<file path="src/sv/osp_pkg.sv">
// Shared types, constants and the arctangent table for the ocean spectrum evolution pipeline.
`default_nettype none
package osp_pkg;

  // configuration register indexes
  localparam logic REG_KX_STEP = 1'b0;
  localparam logic REG_KY_STEP = 1'b1;

  localparam logic [31:0] KSTEP_RESET = 32'd1054099;
  localparam logic [19:0] G_Q16       = 20'd642908;
  localparam logic [17:0] LSQ_Q24     = 18'd167772;
  localparam logic [63:0] TWOPI_Q32   = 64'd26986075409;
  localparam logic signed [36:0] PI_Q32     = 37'sd13493037705;
  localparam logic signed [36:0] TWOPI_S    = 37'sd26986075409;
  localparam logic signed [36:0] HALFPI_Q32 = 37'sd6746518852;
  localparam logic signed [33:0] GAIN_Q30   = 34'sd652032874;
  localparam logic signed [33:0] ONE_Q30_M1 = 34'sd1073741823;

  localparam int SQ1_STEPS    = 28;
  localparam int SQ2_STEPS    = 32;
  localparam int MOD_STEPS    = 30;
  localparam int CORDIC_STEPS = 24;
  localparam int SQ1_W        = 57;
  localparam int SQ2_W        = 65;

  // sideband that travels with every item down the pipe
  typedef struct packed {
    logic        valid;
    logic        req;
    logic        sat;
    logic        neg;
    logic [6:0]  x;
    logic [6:0]  y;
    logic [63:0] data;
    logic [34:0] aux;
  } side_t;

  function automatic logic [29:0] atan_q30(input int i);
    logic [29:0] v;
    case (i)
      0:  v = 30'd843314857;
      1:  v = 30'd497837829;
      2:  v = 30'd263043837;
      3:  v = 30'd133525159;
      4:  v = 30'd67021687;
      5:  v = 30'd33543516;
      6:  v = 30'd16775851;
      7:  v = 30'd8388437;
      8:  v = 30'd4194283;
      9:  v = 30'd2097149;
      default: v = (i < 30) ? (30'd1 << (30 - i)) : 30'd0;
    endcase
    return v;
  endfunction

endpackage
`default_nettype wire

</file>
<file path="src/sv/osp_mod_cell.sv">
// One compare-and-subtract step of the phase reduction modulo 2*pi.
`default_nettype none
module osp_mod_cell import osp_pkg::*; #(
  parameter int SH = 0
) (
  input  wire logic        clk,
  input  wire logic        rst_n,
  input  wire logic        en,
  input  wire side_t       side_i,
  input  wire logic [63:0] v_i,
  output side_t            side_o,
  output logic [63:0]      v_o
);

  localparam logic [63:0] M = TWOPI_Q32 << SH;

  side_t       side_r;
  logic [63:0] v_r, v_nxt;

  assign v_nxt = (v_i >= M) ? v_i - M : v_i;

  always_ff @(posedge clk) begin
    if (!rst_n) begin
      side_r.valid <= 1'b0;
    end else if (en) begin
      side_r <= side_i;
    end
  end

  always_ff @(posedge clk) begin
    if (en) begin
      v_r <= v_nxt;
    end
  end

  assign side_o = side_r;
  assign v_o    = v_r;

endmodule
`default_nettype wire

</file>
<file path="config.mk">
export PLATFORM = sky130hd
export DESIGN_NAME = osp_mod_cell
export DESIGN_NICKNAME = d
export VERILOG_FILES = /design/src/sv/osp_pkg.sv /design/src/sv/osp_mod_cell.sv
export SDC_FILE = /design/constraint.sdc
export NUM_CORES = 1
export LEC_CHECK = 0
export BUFFER_PORTS_ARGS = -buffer_cell sky130_fd_sc_hd__buf_2
export CAP_MARGIN = 40
export CORE_ASPECT_RATIO = 1.5
export CORE_MARGIN = 5
export CORE_UTILIZATION = 40
export DETAILED_ROUTE_END_ITERATION = 10
export GPL_ROUTABILITY_DRIVEN = 0
export HOLD_SLACK_MARGIN = 0.15
export PLACE_DENSITY_LB_ADDON = 0.08
export SYNTH_ARGS = -nofsm -noshare
export SYNTH_HDL_FRONTEND = slang
export SYNTH_SLANG_ARGS = --single-unit
</file>
<file path="constraint.sdc">
create_clock -name clk -period 4.3 [get_ports clk]
set_input_delay 0.43 -clock clk [delete_from_list [all_inputs] [get_ports clk]]
set_output_delay 0.43 -clock clk [all_outputs]
set_load 0.02 [all_outputs]
</file>
; Word-level counts from Yosys, hierarchy flattened
; Index checks and enable logic that the tools add are counted.
[word_totals]
ff_bits = 181
in_bits = 184
output_inout_bits = 181
elab_cells = 13
[op_classes]
add_sub_neg = 1
magnitude_cmp = 1
muxes = 1
reduce_logical = 1
[op_table]
columns = cell, n
row1 = >= comparator 64 x 35 -> 1 bit (second input constant), 1
row2 = two-way mux 64 bit, 1
row3 = subtractor 64 x 35 -> 64 bit (second input constant), 1
row4 = AND reduction 2 bit, 1

; Longest topological paths before layout
; Gate-level depths: netlist (run 1).
[logic_depth]
ltp_word = 2
mapped_depth = 11
mapped_depth_nobuf = 9

; Worst setup path before layout (run 1)
; No wires, ideal clock.
[synth_timing]
path_kind = input -> register
start = input port en
end = register side_r, in the netlist side_o[0] (enable)
setup_time_ps = 488
t_arrival_ps = 3095
t_required_ps = 3812
setup_slack_ps = 717
cell_stages = 1
n_path_buf = 0
path_cell_list = and2_1
[synth_between]
elab_chain_cells = 1
[synth_lines]
columns = item, line_no
row1 = "start, declared", osp_mod_cell.sv:8  ; input wire logic en,
row2 = AND reduction 2 bit (no source line), --
row3 = "end signal, assigned", osp_mod_cell.sv:26  ; side_r <= side_i;
row4 = "end, declared", osp_mod_cell.sv:17  ; side_t side_r;
; No other way between the ends.
; A chain may end at the register's enable or synchronous reset.

; Final worst setup path (run 1)
[layout_timing]
start = input port v_i[1]
end = register v_r[34], in the netlist v_o[34] (data pin)
[layout_between]
elab_chain_cells = 2
elab_cells_between_ends = 3
[layout_lines]
columns = item, line_no
row1 = "start, declared", osp_mod_cell.sv:10  ; input wire logic [63:0] v_i,
row2 = subtractor 64 x 35 -> 64 bit or >= comparator 64 x 35 -> 1 bit (tied branches), osp_mod_cell.sv:20  ; assign v_nxt = (v_i >= M) ? v_i - M : v_i;
row3 = two-way mux 64 bit *, osp_mod_cell.sv:20
row4 = via v_nxt[34], osp_mod_cell.sv:18  ; logic [63:0] v_r, v_nxt;
row5 = "end signal, assigned", osp_mod_cell.sv:32  ; v_r <= v_nxt;
row6 = "end, declared", osp_mod_cell.sv:18
; Mark *: on every way through the listed nets, which the timed path passes. The rest lies on a longest branch.

==> impl_metrics.csv, run 1 <==
group,metric,value,unit
run_status,status,"finished, final reports clean",
clocking,worstSkewPairLatency,0.42,ns
yosys,synth_warnings,0,
routing,viasPerCell,4.986,
yosys,async_flop_share,0,%
sta,layout_min_cycle_time,2.933,ns
sta,grt_setup_unrepaired,"false",
floorplanning,core_area,0.01779,sq mm
yosys,ys_seq_area_share,75.91,%
routing,totalWireLength,21820,um
layout,seqCellArea,0.005425,sq mm
setup_path,path_class,"in2reg",
grt,grt_max_degree,66,
sta,setup_tns,0,ns
sta,slew_violations,0,
pwr,p_sw,1.140,mW
floorplanning,start_util,40.17,%
floorplanning,ioPinCount,365,
yosys,synth_edf_count,180,
floorplanning,fp-row-count,60,
yosys,avgSynthCellArea,16.28,sq um
pwr,p_seq_share,49.7,%
setup_path,crit_fanout,12,
pwr,swShare,26.66,%
yosys,synth_ff_type,"edfxtp_1",
pwr,powerDensity,431.2,mW/mm^2
layout,fin_nets,1011,
clocking,cts_tree,"done",
setup_path,crit_chain,"buf_2 -> inv_1 -> ha_1 -> or3b_2 -> a22oi_1 -> a31oi_1 -> a21oi_1 -> and3_1 -> buf_4 -> nor3b_1 -> xor2_1",
clocking,post-cts-setup-buffers,0,
routing,routed-via-count,5260,
pwr,power.total,4.277,mW
yosys,syn_nets,625,
clocking,cts_buffer_depth,2,
grt,antenna_found_initial,3,
setup_path,slowest_delay,0.50,ns
pwr,p_clk_share,36.7,%
yosys,synth_area,0.007147,sq mm
clocking,clkTransAtPathRegs,0.07,ns
yosys,synth_cell_type_count,54,
layout,area_growth,38.78,%
clocking,cts_buffers,17,
pwr,ir_drop,0.0002040,V
layout,multi_input_area,0.001634,sq mm
sta,worst_pin_slew,0.8577,ns
sta,post-route-period-util,68.21,%
grt,grt_pass1_vias,5443,
routing,dr.pass1.iters,4,
floorplanning,dieWidth,119.1,um
job,drv_cap,0,
setup_path,required,4.46,ns
grt,overflow,0,
layout,drive_above_1_share,49.64,%
sta,clock-skew-final,0,ns
routing,drt_iter0_drc,264,
sta,fin_worst_hold_slack,0.1739,ns
clocking,root_buffer,"clkbuf_16",
yosys,syn_inst,439,
routing,drtAntennaViolNets,0,
layout,fill_cells,1512,
sta,fmax,341.0,MHz
pwr,pwr-share-comb,13.6,%
floorplanning,dieArea,0.02070,sq mm
pwr,p_int,3.137,mW
clocking,post_cts_resized,0,
placement,port_buffers,364,
placement,place_hpwl,17390,um
setup_path,end_kind,"register",
setup_path,cp_top_family,"simple AND/OR/NAND/NOR gates",
setup_path,critPathBufInv,3,
sta,hold_viol,0,
clocking,cts_sinks,181,
routing,remaining_drc_errors,0,
setup_path,arrival,3.09,ns
yosys,synth-seq-cells,181,
setup_path,cp-start-kind,"input port",
floorplanning,die_h,173.7,um
grt,grt_pass1_wl,31850,um
routing,route.detailed.wl_per_inst,20.68,um
grt,grt_usage,20.51,%
clocking,cts_max_level,4,
setup_path,slowest_stage,"or3b_2",
worst_hold_path,hold_class,"in2reg",
sta,max_slew_margin,42.82,%
pwr,leakage,4.083,nW
sta,setup_viol,0,
layout,diodes,0,
-- cell usage in the layout (no fill, tap or decap), types with 6 or more instances in the layout --
cell,count
o21ai_0,9
nor2_1,23
nor3_1,13
nand4b_1,6
xnor2_1,43
or3_1,6
buf_2,364
xor2_1,19
nand3_1,8
inv_1,7
buf_4,7
clkbuf_16,17
edfxtp_1,180
a21oi_1,11
nand2_1,28
nor4_1,8
-- timing repair --
item,CTS,global route
hold buffers,1,4
setup endpoints to repair,0,0
hold endpoints to repair,1,4
-- cell usage after synthesis, types with 3 or more instances --
| master | n | area share, % |
|---|---|---|
| inv_1 | 7 | 0.37 |
| xnor2_1 | 43 | 5.3 |
| and2_1 | 3 | 0.26 |
| clkbuf_1 | 3 | 0.16 |
| nor2_1 | 23 | 1.2 |
| nand3_1 | 8 | 0.56 |
| buf_2 | 3 | 0.21 |
| a21oi_1 | 11 | 0.77 |
| or3_1 | 6 | 0.53 |
| nor2b_1 | 4 | 0.35 |
| buf_6 | 3 | 0.47 |
| o21ai_0 | 9 | 0.63 |
| nand4_1 | 5 | 0.44 |
| nor4_1 | 8 | 0.70 |
| xor2_1 | 19 | 2.3 |
| nor4b_1 | 3 | 0.37 |
| a31oi_1 | 3 | 0.26 |
| nand4b_1 | 6 | 0.74 |
| edfxtp_1 | 180 | 76 |
| nor3_1 | 13 | 0.91 |
| or4_1 | 4 | 0.42 |
| o211ai_1 | 4 | 0.42 |
| a21o_1 | 3 | 0.32 |
| nand2_1 | 28 | 1.5 |
| nor4bb_1 | 3 | 0.42 |
-- worst paths after layout --
path	slack [ns]	startpoint	to	depth (start not counted)
hold / removal	0.17	side_i[50]	side_o[50]$_DFFE_PP_	1
setup / recovery	1.37	v_i[1]	v_o[34]$_DFFE_PP_	11
setup reg to reg	3.71	side_o[116]$_SDFFE_PN0P_	side_o[116]$_SDFFE_PN0P_	2
hold reg to reg	0.53	side_o[116]$_SDFFE_PN0P_	side_o[116]$_SDFFE_PN0P_	2
-- worst register-to-register path: cells and delay by family, from the launching register on --
kind / cells / cell delay [ns]
AND/OR/NAND/NOR: 1 / 0.06
multiplexers: 1 / 0.12
flip-flops: 1 / 0.31
-- metrics by stage --
stage / util [%] / cells / cell area, sq um / setup WS [ns]
2_1_floorplan: - / 439 / 7147 / 0.7166
3_3_place_gp: 51.84 / 1016 / 9224 / 0.8589
3_5_place_dp: 52.04 / 1018 / 9259 / 0.8749
4_1_cts: 55.52 / 1051 / 9878 / 1.346
5_1_grt: 55.75 / 1055 / 9918 / 1.163
6_report: 55.75 / 1055 / 9918 / 1.367
-- cells by family (layout without fill, tap and decap cells) --
| group | Yosys count | after routing | share of synthesized area (%) |
|---|---|---|---|
| flops | 181 | 181 | 75.91 |
| simple gates | 131 | 131 | 10.31 |
| xor+xnor | 62 | 62 | 7.598 |
| compound gates | 45 | 45 | 4.429 |
| buf+inv | 17 | 416 | 1.260 |
| fa+ha+maj | 2 | 2 | 0.3501 |
| mux | 1 | 1 | 0.1401 |
-- area by class of cell --
type | instances | area share, %
Sequential cell | 181 | 54.70
Timing Repair Buffer | 377 | 19.68
Multi-Input combinational cell | 241 | 16.48
Clock buffer | 18 | 4.327
Tap cell | 217 | 2.737
Clock inverter | 14 | 1.817
Inverter | 7 | 0.2649
-- power groups by stage --
stage | Sequential (mW) | Clock [mW] | Combinational, mW
4_1_cts | 2.13 | 1.61 | 0.586
2_1_floorplan | 2.35 | 0 | 0.104
6_report | 2.13 | 1.57 | 0.582
5_1_grt | 2.14 | 1.69 | 0.618
3_5_place_dp | 2.17 | 0 | 0.585
3_3_place_gp | 2.16 | 0 | 0.575
-- layer usage --
metal | wire length (um) | share of wire, % | GRT usage (%)
met2 | 11800 | 54 | 38.26
met4 | 509 | 2.3 | 7.685
met1 | 7094 | 33 | 19.53
met5 | 41 | 0.19 | 0
met3 | 2372 | 11 | 8.848
-- registers in the layout, indices dropped and copies added, names as in the netlist --
signal and flops:
side_o 117, v_o 64
(Power assumes the default switching activity.)
==> run 2, diff against run 1 <==
==> constraint.sdc (replaced) <==
create_clock -name clk -period 2.8 [get_ports clk]
set_input_delay 0.28 -clock clk [delete_from_list [all_inputs] [get_ports clk]]
set_output_delay 0.28 -clock clk [all_outputs]
set_load 0.02 [all_outputs]
==> impl_metrics.csv, run 2 (synthesized netlist as in run 1, its figures left out) <==
group,metric,value,unit
sta,grt_setup_unrepaired,"false",
clocking,cts_buffers,17,
routing,totalWireLength,23840,um
routing,wl_met3,2042,um
run_status,status,"finished, final reports clean",
layout,layout_common_cells,"buf_2 (364), edfxtp_1 (180), dlygate4sd3_1 (125), xnor2_1 (43), nand2_1 (28)",
routing,routedLengthMet1,8396,um
floorplanning,ioPinCount,365,
sta,hold_viol,0,
setup_path,worstSetupStartpoint,"v_i[38]",
routing,routed-via-count,5807,
floorplanning,start_util,40.17,%
worst_hold_path,min_path_cells,2,
clocking,worstSkewPairLatency,0.42,ns
layout,final_area,0.01131,sq mm
layout,largest_reg_flops,117,
routing,dr.pass1.iters,4,
worst_hold_path,hp-start,"v_i[43]",
pwr,leakage,4.697,nW
sta,setup_viol,0,
clocking,root_buffer,"clkbuf_16",
sta,max_slew_margin,68.96,%
worst_hold_path,hold_class,"in2reg",
floorplanning,dieArea,0.02070,sq mm
sta,clock-skew-final,0,ns
pwr,powerDensity,593.1,mW/mm^2
setup_path,r2r_start,"side_o[116]$_SDFFE_PN0P_",
routing,viasPerCell,4.863,
floorplanning,dieWidth,119.1,um
sta,setup_tns,0,ns
placement,port_buffers,364,
floorplanning,die_h,173.7,um
setup_path,r2r_cells,3,
pwr,ir_drop,0.0003153,V
routing,remaining_drc_errors,0,
grt,grt_pass1_wl,35180,um
placement,place_hpwl,17610,um
clocking,cts_buffer_depth,2,
clocking,cts_sinks,181,
job,drv_cap,0,
sta,layout_min_cycle_time,2.715,ns
layout,fin_nets,1150,
layout,drive_above_1_share,44.52,%
clocking,clkTransAtPathRegs,0.07,ns
routing,highest_layer,"met5",
layout,final_cells,1194,
setup_path,path_class,"in2reg",
grt,grt_usage,22.46,%
grt,grt_pass1_vias,6182,
floorplanning,core_area,0.01779,sq mm
routing,drt_iter0_drc,356,
routing,met2_length,12790,um
placement,dpl.cell_count,1037,
setup_path,crit_fanout,6,
layout,area_growth,58.21,%
setup_path,end_kind,"register",
clocking,cts_tree,"done",
clocking,cts_max_level,4,
grt,grt_max_degree,68,
floorplanning,fp-row-count,60,
grt,antenna_found_initial,1,
routing,drtAntennaViolNets,0,
layout,diodes,0,
setup_path,required,2.98,ns
sta,fmax,368.4,MHz
routing,route.detailed.wl_per_inst,19.97,um
clocking,post_cts_resized,0,
setup_path,cp-start-kind,"input port",
setup_path,arrival,2.89,ns
sta,slew_violations,0,
placement,postPlaceCellArea,0.009457,sq mm
grt,overflow,0,
sta,post-route-period-util,96.95,%
layout,final_common_cell,"buf_2",
sta,worst_pin_slew,0.4656,ns
[run 2: final timing paths]
| check | end | slack, ns |
|---|---|---|
| hold / removal | v_o[43]$_DFFE_PP_ | 0.17 |
| hold reg to reg | side_o[116]$_SDFFE_PN0P_ | 1.08 |
| setup reg to reg | side_o[116]$_SDFFE_PN0P_ | 1.65 |
| setup / recovery | v_o[7]$_DFFE_PP_ | 0.09 |
[run 2: power by group]
part	total, mW	internal, mW	switching, mW
Sequential	3.27	3.22	0.0570
Clock	2.38	1.21	1.17
Combinational	1.05	0.434	0.619
[run 2: per-layer routing]
layer | GRT usage, % | vias up
met2 | 41.78 | 265
met1 | 23.08 | 2778
met3 | 7.705 | 32
met5 | 0 | -
met4 | 7.830 | 2
li1 | - | 2730
[run 2: final cells by class]
| class | instances | area (sq um) |
|---|---|---|
| clock buffers | 17 | 425.4 |
| fillers | 1366 | 6485 |
| multi-input cells | 241 | 1634 |
| well taps | 217 | 271.5 |
| clock inverters | 15 | 173.9 |
| repair buffers | 516 | 3351 |
| flip-flops and latches | 181 | 5425 |
| inverters | 7 | 26.28 |
[run 2: what timing repair did]
| item | 4_1_cts | 5_1_grt |
|---|---|---|
| hold buffers | 125 | 0 |
| buffers inserted | 0 | 0 |
| endpoints found under the hold margin | 124 | 0 |
| endpoints found under the setup margin | 0 | 0 |
[run 2: stage by stage]
stage               total power [mW]  setup slack [ns]  hold slack [ns]  util (%)
finish                         6.706           0.08530           0.1747     63.55
global placement               4.230           -0.1505           0.4576     53.15
CTS                            6.775            0.1018           0.1501     63.55
global route                   6.959           0.01697           0.1616     63.55
floorplan                      3.767            0.2012           0.3789         -
detailed placement             4.240           -0.1305           0.4583     53.15
[run 2: worst max-delay path, stage by stage]
cell	delay (ns)
dlygate4sd3_1	0.53
buf_2	0.13
or3_1	0.31
or3_1	0.33
and2b_1	0.25
a21oi_4	0.06
and3_1	0.17
buf_12	0.14
or4_1	0.52
xnor2_1	0.15
