$ cat src/sv/osp_pkg.sv
// Shared types, constants and the arctangent table for the ocean spectrum evolution pipeline.
`default_nettype none
package osp_pkg;

  // configuration register indexes
  localparam logic REG_KX_STEP = 1'b0;
  localparam logic REG_KY_STEP = 1'b1;

  localparam logic [31:0] KSTEP_RESET = 32'd1054099;
  localparam logic [19:0] G_Q16       = 20'd642908;
  localparam logic [17:0] LSQ_Q24     = 18'd167772;
  localparam logic [63:0] TWOPI_Q32   = 64'd26986075409;
  localparam logic signed [36:0] PI_Q32     = 37'sd13493037705;
  localparam logic signed [36:0] TWOPI_S    = 37'sd26986075409;
  localparam logic signed [36:0] HALFPI_Q32 = 37'sd6746518852;
  localparam logic signed [33:0] GAIN_Q30   = 34'sd652032874;
  localparam logic signed [33:0] ONE_Q30_M1 = 34'sd1073741823;

  localparam int SQ1_STEPS    = 28;
  localparam int SQ2_STEPS    = 32;
  localparam int MOD_STEPS    = 30;
  localparam int CORDIC_STEPS = 24;
  localparam int SQ1_W        = 57;
  localparam int SQ2_W        = 65;

  // sideband that travels with every item down the pipe
  typedef struct packed {
    logic        valid;
    logic        req;
    logic        sat;
    logic        neg;
    logic [6:0]  x;
    logic [6:0]  y;
    logic [63:0] data;
    logic [34:0] aux;
  } side_t;

  function automatic logic [29:0] atan_q30(input int i);
    logic [29:0] v;
    case (i)
      0:  v = 30'd843314857;
      1:  v = 30'd497837829;
      2:  v = 30'd263043837;
      3:  v = 30'd133525159;
      4:  v = 30'd67021687;
      5:  v = 30'd33543516;
      6:  v = 30'd16775851;
      7:  v = 30'd8388437;
      8:  v = 30'd4194283;
      9:  v = 30'd2097149;
      default: v = (i < 30) ? (30'd1 << (30 - i)) : 30'd0;
    endcase
    return v;
  endfunction

endpackage
`default_nettype wire

$ cat src/sv/osp_sqrt_cell.sv
// One digit step of a pipelined integer square root.
`default_nettype none
module osp_sqrt_cell import osp_pkg::*; #(
  parameter int W  = 64,
  parameter int SH = 0
) (
  input  wire logic         clk,
  input  wire logic         rst_n,
  input  wire logic         en,
  input  wire side_t        side_i,
  input  wire logic [W-1:0] v_i,
  input  wire logic [W-1:0] r_i,
  output side_t             side_o,
  output logic [W-1:0]      v_o,
  output logic [W-1:0]      r_o
);

  localparam logic [W-1:0] BIT_C = W'(1) << SH;

  side_t        side_r;
  logic [W-1:0] v_r, r_r, v_nxt, r_nxt, trial;

  always_comb begin
    trial = r_i + BIT_C;
    if (v_i >= trial) begin
      v_nxt = v_i - trial;
      r_nxt = (r_i >> 1) + BIT_C;
    end else begin
      v_nxt = v_i;
      r_nxt = r_i >> 1;
    end
  end

  always_ff @(posedge clk) begin
    if (!rst_n) begin
      side_r.valid <= 1'b0;
    end else if (en) begin
      side_r <= side_i;
    end
  end

  always_ff @(posedge clk) begin
    if (en) begin
      v_r <= v_nxt;
      r_r <= r_nxt;
    end
  end

  assign side_o = side_r;
  assign v_o    = v_r;
  assign r_o    = r_r;

endmodule
`default_nettype wire

$ cat config.mk
export PLATFORM = sky130hd
export DESIGN_NAME = osp_sqrt_cell
export DESIGN_NICKNAME = d
export VERILOG_FILES = /design/src/sv/osp_pkg.sv /design/src/sv/osp_sqrt_cell.sv
export SDC_FILE = /design/constraint.sdc
export NUM_CORES = 1
export LEC_CHECK = 0
export BUFFER_PORTS_ARGS = -buffer_cell sky130_fd_sc_hd__buf_2
export CAP_MARGIN = 20
export CORE_ASPECT_RATIO = 0.7
export CORE_MARGIN = 10
export CORE_UTILIZATION = 50
export DETAILED_ROUTE_END_ITERATION = 8
export GPL_TIMING_DRIVEN = 0
export PLACE_DENSITY = 0.84
export SYNTH_ARGS = -nofsm -noshare
export SYNTH_HDL_FRONTEND = slang
export SYNTH_SLANG_ARGS = --single-unit
$ cat constraint.sdc
create_clock -name clk -period 7.5 [get_ports clk]
set_clock_uncertainty 0.1 [all_clocks]
set_input_delay 1.5 -clock clk [delete_from_list [all_inputs] [get_ports clk]]
set_output_delay 1.5 -clock clk [all_outputs]
set_load 0.01 [all_outputs]
======== Word-level counts from Yosys, hierarchy flattened ========
Index checks and enable logic that the tools add are counted.
storage, ports and cells
  bits in registers ....................... 245
  input bits .............................. 248
  output and inout bits ................... 245
  word-level logic and storage cells ...... 18
cells by class
  add/sub/neg operators ................... 3
  magnitude comparators ................... 1
  mux-type cells .......................... 2
  reductions and logical operators ........ 1
operators with widths
  operator               number
  $add 63x1->64 const B  1
  $add 64x1->64 const B  1
  $ge 64x64->1           1
  $mux 64                1
  $sub 64x64->64         1
  $mux 63                1
  $reduce_and 2->1       1

======== Logic depth before layout (Yosys ltp) ========
Gate-level depths: netlist of the first run.
  depth in word-level cells ............... 3
  mapped depth ............................ 26

======== Least setup slack after synthesis of the first run ========
Ideal clock, no wire load.
  kind .................................... in2reg
  start ................................... input r_i[3]
  end ..................................... register v_r[57], in the netlist v_o[57], data pin
  setup time .............................. 255 ps
  data arrival time ....................... 5596 ps
  required time ........................... 7145 ps
  slack ................................... 1549 ps
  cell stages on the path ................. 24
  path buffers ............................ 4
  cells stage by stage .................... buf_4 > and3_1 > buf_2 > and3_2 > and4_1 > nand2_2 > nor4_4 > and3_2 > nand2_2 > nor2_1 > nand2_1 > xor2_1 > ha_1 > clkbuf_1 > nand2_1 > nor2_1 > a21oi_1 > o21a_1 > o21a_1 > nand2_1 > o21ai_2 > buf_6 > or4_1 > and3_1
between the ends
  word-level cells in the longest chain between the ends .. 3
  elaborated cells between the ends (all ways) .. 4
  those cells by class .................... 2 x add/sub; 1 x order compare; 1 x mux
RTL lines
  item                                                   line                                      RTL
  from (decl)                                            osp_sqrt_cell.sv:12                       input wire logic [W-1:0] r_i,
  $add 64x1->64 (*)                                      osp_sqrt_cell.sv:24                       trial = r_i + BIT_C;
  $sub 64x64->64 / $ge 64x64->1 (equally long branches)  osp_sqrt_cell.sv:26, osp_sqrt_cell.sv:25
  $mux 64 (*)                                            osp_sqrt_cell.sv:25                       if (v_i >= trial) begin
  named net v_nxt[57]                                    osp_sqrt_cell.sv:21                       logic [W-1:0] v_r, r_r, v_nxt, r_nxt, trial;
  to (signal assigned)                                   osp_sqrt_cell.sv:44                       v_r <= v_nxt;
  to (decl)                                              osp_sqrt_cell.sv:21
Mark *: on every way through the listed nets, which the timed path passes. The rest lies on a longest branch.
A chain may end at the register's enable or synchronous reset.

======== Final worst setup path of the first run ========
  start ................................... input r_i[2]
  end ..................................... register v_r[62], in the netlist v_o[62], data pin
Same word-level chain as after synthesis.

==> flow_metrics.env, run 1 <==
export IMPL_drt_iter0_drc=1701
export IMPL_h_tree_depth=1
export IMPL_syn_nets=1677
export IMPL_holdPathEnd="side_o[116]$_SDFFE_PN0P_"
export IMPL_io_pins=493
export IMPL_hp_start="side_o[116]$_SDFFE_PN0P_"
export IMPL_post_route_period_util_pct=93.7
export IMPL_placed_cells=2212
export IMPL_reg2reg_from="side_o[116]$_SDFFE_PN0P_"
export IMPL_clkSlewWorstSetupHoldPaths_ns=0.06
export IMPL_rows=51
export IMPL_die_area_um2=36100
export IMPL_fin_nets=2183
export IMPL_hpwlAfterDp_um=48700
export IMPL_grt_use_total_pct=30.8
export IMPL_end_kind="flip-flop"
export IMPL_viasPerCell=5.90
export IMPL_r2r_cells=2
export IMPL_fillCellCount=2285
export IMPL_die_h_um=162
export IMPL_setup_ws_ns=0.470
export IMPL_firstDrtPassIters=5
export IMPL_port_buffer_count=477
export IMPL_clock_sinks=245
export IMPL_gr_total_overflow=0
export IMPL_r2r_end="side_o[116]$_SDFFE_PN0P_"
export IMPL_yosysTopAreaCell="edfxtp_1"
export IMPL_synth_most_common_cell="edfxtp_1"
export IMPL_required_ns=7.75
export IMPL_drv_cap=0
export IMPL_status="finished clean"
export IMPL_dieWidth_um=223
export IMPL_power_density_nw_per_um2=209
export IMPL_area_delta_synth_final_pct=25.4
export IMPL_post_drt_wl_per_cell_um=26.2
export IMPL_syn_area_per_cell_um2=10.6
export IMPL_max_freq_ghz=0.142
export IMPL_maxSlewViolCount=0
export IMPL_grt_max_degree=89
export IMPL_final_cells=2265
export IMPL_layout_drive_gt1_share_pct=30.3
export IMPL_synth_top_area_share_pct=50.8
export IMPL_initial_core_util_pct=51.2
export IMPL_p_total_mw=3.78
export IMPL_crit_fanout=10
export IMPL_layout_min_cycle_time_ns=7.03
export IMPL_place_ws_ns=-0.0804
export IMPL_finalHoldViolCount=0
export IMPL_ys_warn_count=0
export IMPL_vias=13373
export IMPL_cts_buffers=25
export IMPL_synthCells=1362
export IMPL_synth_edf_count=244
export IMPL_ir_drop_mv=0.164
export IMPL_synth_flop_cell="edfxtp_1"
export IMPL_hold_class="flip-flop to flip-flop"
export IMPL_grt_pass1_vias=12703
export IMPL_slew_headroom_pct=36.3
export IMPL_place_congestion=1.04
export IMPL_core_area_um2=28100
export IMPL_p_leak_nw=7.34
export IMPL_ys_seq_elements=245
export IMPL_routed_wl_um=59400
export IMPL_synthTopCellsByArea="edfxtp_1 51%, xnor2_1 6.9%, ha_1 5.7%, nand2_1 5.1%, xor2_1 4.3%"
export IMPL_placed_area_um2=17300
export IMPL_ys_types=74
export IMPL_crit_type="input port to flip-flop"
export IMPL_drc=0
export IMPL_setup_viol=0
export IMPL_antenna_found_initial=14
export IMPL_reg2reg_slack_ns=6.78
export IMPL_arrival_ns=7.28
export IMPL_clockBufferDepth=3
export IMPL_start_kind="input port"
export IMPL_synth_common_cells="244 x edfxtp_1, 196 x nand2_1, 113 x xnor2_1"
export IMPL_postRouteAntennaNets=0
export IMPL_timing_hold_ws_ns=0.461
export IMPL_async_flop_share_pct=0
export IMPL_tightest_slew_ns=0.955
export IMPL_fin_tns_setup_ns=0
export IMPL_final_util_pct=64.3
export IMPL_seq_area_frac_synth_pct=50.9
export IMPL_grt_pass1_wl_um=84300
export IMPL_worstSkewPairLatency_ns=0.54
export IMPL_rsz0062_at_grt="false"
export IMPL_hold_depth=2
export IMPL_cts_tree="yes"
export IMPL_cts_root_buf="clkbuf_16"
export IMPL_final_area_um2=18100
export IMPL_netlist_area_um2=14400
## layer usage
| layer | GRT usage (%) | up-vias | wire (um) |
|---|---|---|---|
| met3 | 8.25 | 142 | 7070 |
| met5 | 0 | - | 35 |
| met1 | 40.8 | 6374 | 23100 |
| met2 | 47.3 | 857 | 26800 |
| li1 | - | 5994 | - |
| met4 | 11.7 | 6 | 2420 |
## power by group
part	leakage (nW)	internal [mW]	total [mW]	switching [mW]
combinational	4.65	0.341	0.941	0.600
clock	0.344	0.617	1.14	0.527
sequential	2.35	1.66	1.70	0.0352
total	7.34	2.62	3.78	1.16
## worst max-delay path by stage
stage | start | end | depth (start not counted)
floorplan | r_i[3] | v_o[57]$_DFFE_PP_ | 24
global placement | en | side_o[14]$_DFFE_PP_ | 2
finish | r_i[2] | v_o[62]$_DFFE_PP_ | 26
global route | r_i[1] | v_o[62]$_DFFE_PP_ | 26
detailed placement | r_i[2] | v_o[62]$_DFFE_PP_ | 26
CTS | r_i[2] | v_o[62]$_DFFE_PP_ | 26
## worst max-delay path, cell delays in order
cell	delay [ns]
buf_2	0.18
ha_1	0.32
and3_1	0.18
and3_2	0.25
and4_1	0.29
nand2_2	0.13
nor4_4	0.36
and3_2	0.31
nand2_2	0.16
nor2_1	0.24
nand2_1	0.09
xor2_1	0.31
ha_1	0.29
clkbuf_1	0.22
a21oi_1	0.25
o21ai_0	0.18
a21oi_1	0.21
o21a_1	0.13
o21a_1	0.13
nand2_1	0.09
o21ai_4	0.39
buf_6	0.25
buf_4	0.27
buf_4	0.26
nand2_1	0.07
o21ai_1	0.18
## sequential cells by signal (all words and copies together) (netlist names)
register,cells
v_o,64
side_o,117
r_o,64
## final cells by class
cell class | instances | area (um^2) | share of cell area [%]
antenna | 11 | 27.5 | 0.152
tap | 371 | 464 | 2.57
clock inverter | 8 | 57.6 | 0.318
inverter | 21 | 78.8 | 0.436
buffer | 57 | 283 | 1.56
timing repair buffer | 479 | 2450 | 13.5
multi-input combinational | 1039 | 6720 | 37.2
clock buffer | 34 | 659 | 3.65
sequential | 245 | 7350 | 40.6
## logic make-up after synthesis
| group | count (synthesis) | share of synthesized area, % |
|---|---|---|
| xor gates and xnor gates | 184 | 11.2 |
| and+or+nand+nor | 499 | 17.0 |
| AOI/OAI and AO/OA | 284 | 12.1 |
| buffers and inverters | 78 | 2.51 |
| DFF | 245 | 50.9 |
| adders and majority gates | 67 | 5.86 |
| muxes | 5 | 0.382 |
## cell usage in the layout (no fill, tap or decap), types with 9 or more instances in the layout
cell type and instances:
nor3_1 25, inv_1 21, xor2_1 71, and3_1 18, nand4_1 44, nand3_1 43, nand2b_1 15, xnor2_1 113
buf_4 11, diode_2 11, clkbuf_1 43, a21o_1 27, edfxtp_1 244, nor2b_1 11, o21ai_0 88, o21ai_1 9
o21bai_1 9, buf_2 484, o21a_1 12, ha_1 66, nand2_1 196, clkbuf_16 25, nor2_1 90, a21oi_1 86
## what timing repair did
action                                  CTS  global route
buffers inserted                          0             0
gates resized for setup                   0             1
endpoints found under the setup margin    0             1
hold buffers                              0             0
(Power assumes the default switching activity.)
==> run 2: changes to the inputs <==
==> constraint.sdc (replaced) <==
create_clock -name clk -period 9.1 [get_ports clk]
set_clock_uncertainty 0.1 [all_clocks]
set_input_delay 0.91 -clock clk [delete_from_list [all_inputs] [get_ports clk]]
set_output_delay 0.91 -clock clk [all_outputs]
set_load 0.01 [all_outputs]
==> flow_metrics.env, run 2 (same netlist as run 1, synthesis figures left out) <==
export IMPL_postRouteAntennaNets=0
export IMPL_grt_pass1_wl_um=84300
export IMPL_slew_headroom_pct=36.2
export IMPL_post_drt_wl_per_cell_um=26.2
export IMPL_regArea_um2=7350
export IMPL_routed_wl_um=59300
export IMPL_placed_cells=2212
export IMPL_fin_tns_setup_ns=0
export IMPL_cts_tree="yes"
export IMPL_reg2reg_from="side_o[116]$_SDFFE_PN0P_"
export IMPL_power_density_nw_per_um2=172
export IMPL_firstDrtPassIters=5
export IMPL_clkSlewWorstSetupHoldPaths_ns=0.06
export IMPL_clock_sinks=245
export IMPL_crit_fanout=10
export IMPL_largest_reg_flops=117
export IMPL_critPathLaunch="r_i[2]"
export IMPL_core_area_um2=28100
export IMPL_drc=0
export IMPL_grt_max_degree=89
export IMPL_drt_iter0_drc=1712
export IMPL_mostFrequentLayoutCell="buf_2"
export IMPL_tightest_slew_ns=0.957
export IMPL_reg2reg_slack_ns=8.38
export IMPL_max_freq_ghz=0.152
export IMPL_worstSkewPairLatency_ns=0.54
export IMPL_end_kind="flip-flop"
export IMPL_arrival_ns=6.83
export IMPL_die_h_um=162
export IMPL_final_cell_mix="484 x buf_2, 244 x edfxtp_1, 196 x nand2_1, 113 x xnor2_1, 90 x nor2_1"
export IMPL_p_leak_nw=7.34
export IMPL_area_delta_synth_final_pct=25.4
export IMPL_postCtsSetupRepairBufs=0
export IMPL_cts_buffers=25
export IMPL_crit_type="input port to flip-flop"
export IMPL_cp_endpoint="v_o[62]$_DFFE_PP_"
export IMPL_fin_nets=2183
export IMPL_place_ws_ns=2.11
export IMPL_setup_viol=0
export IMPL_dieWidth_um=223
export IMPL_place_congestion=1.04
export IMPL_vias=13347
export IMPL_cts_resized=0
export IMPL_grt_use_total_pct=30.8
export IMPL_hpwlAfterDp_um=48700
export IMPL_initial_core_util_pct=51.2
export IMPL_grt_pass1_vias=12703
export IMPL_cts_hold_buf=0
export IMPL_layout_drive_gt1_share_pct=30.3
export IMPL_io_pins=493
export IMPL_p_total_mw=3.11
export IMPL_layout_min_cycle_time_ns=6.59
export IMPL_final_area_um2=18100
export IMPL_status="finished clean"
export IMPL_post_route_period_util_pct=72.4
export IMPL_multi_input_area_um2=6720
export IMPL_r2r_end="side_o[116]$_SDFFE_PN0P_"
export IMPL_final_cells=2265
export IMPL_antenna_found_initial=14
export IMPL_drv_cap=0
export IMPL_gr_total_overflow=0
export IMPL_finalHoldViolCount=0
export IMPL_placed_area_um2=17300
export IMPL_cts_root_buf="clkbuf_16"
export IMPL_fillCellCount=2286
export IMPL_start_kind="input port"
export IMPL_setup_ws_ns=2.51
export IMPL_viasPerCell=5.89
export IMPL_required_ns=9.35
export IMPL_clockBufferDepth=3
export IMPL_ir_drop_mv=0.135
export IMPL_h_tree_depth=1
export IMPL_final_util_pct=64.3
export IMPL_rsz0062_at_grt="false"
export IMPL_maxSlewViolCount=0
export IMPL_port_buffer_count=477
export IMPL_die_area_um2=36100
export IMPL_r2r_cells=2
export IMPL_rows=51
export IMPL_hold_class="input port to flip-flop"
export IMPL_timing_hold_ws_ns=0.430
## run 2: cell counts in the layout (fill, tap and decap cells not counted)
No cell type changed its count.
## run 2: critical path, cell delays in order
cell      delay, ns
buf_2          0.18
ha_1           0.32
and3_1         0.18
and3_2         0.25
and4_1         0.29
nand2_2        0.13
nor4_4         0.36
and3_2         0.31
nand2_2        0.16
nor2_1         0.24
nand2_1        0.09
xor2_1         0.32
ha_1           0.29
clkbuf_1       0.22
a21oi_1        0.24
o21ai_0        0.18
a21oi_1        0.20
o21a_1         0.13
o21a_1         0.13
nand2_1        0.07
o21ai_2        0.54
buf_6          0.27
buf_4          0.28
buf_4          0.26
nand2_1        0.07
o21ai_1        0.18
## run 2: area by class of cell
cell class              instances  share of cell area (%)
diodes                         11                   0.152
plain buffers                  57                    1.56
clock buffers                  34                    3.65
clock inverters                 8                   0.318
inverters                      21                   0.436
multi-input cells            1039                    37.1
flip-flops and latches        245                    40.6
well taps                     371                    2.57
repair buffers                479                    13.5
## run 2: worst min path at each step
stage / from / endpoint / slack (ns) / cells after the start
floorplan: side_o[116]$_SDFFE_PN0P_ / side_o[116]$_SDFFE_PN0P_ / 0.44 / 2
global placement: side_o[116]$_SDFFE_PN0P_ / side_o[116]$_SDFFE_PN0P_ / 0.40 / 2
detailed placement: side_o[116]$_SDFFE_PN0P_ / side_o[116]$_SDFFE_PN0P_ / 0.45 / 2
CTS: side_i[23] / side_o[23]$_DFFE_PP_ / 0.41 / 1
global route: side_i[101] / side_o[101]$_DFFE_PP_ / 0.41 / 1
finish: side_i[38] / side_o[38]$_DFFE_PP_ / 0.43 / 1
## run 2: layer usage
metal  GRT usage [%]  part of all wire (%)  vias to the layer above
met5               0                 0.059                        -
met4            11.7                   4.0                        6
met3            8.25                    12                      140
met2            47.3                    45                      843
met1            40.8                    39                     6359
li1                -                     -                     5999
## run 2: report_power, final
| group | internal, mW | switching (mW) |
|---|---|---|
| registers | 1.37 | 0.0289 |
| logic | 0.281 | 0.493 |
| clock network | 0.508 | 0.432 |
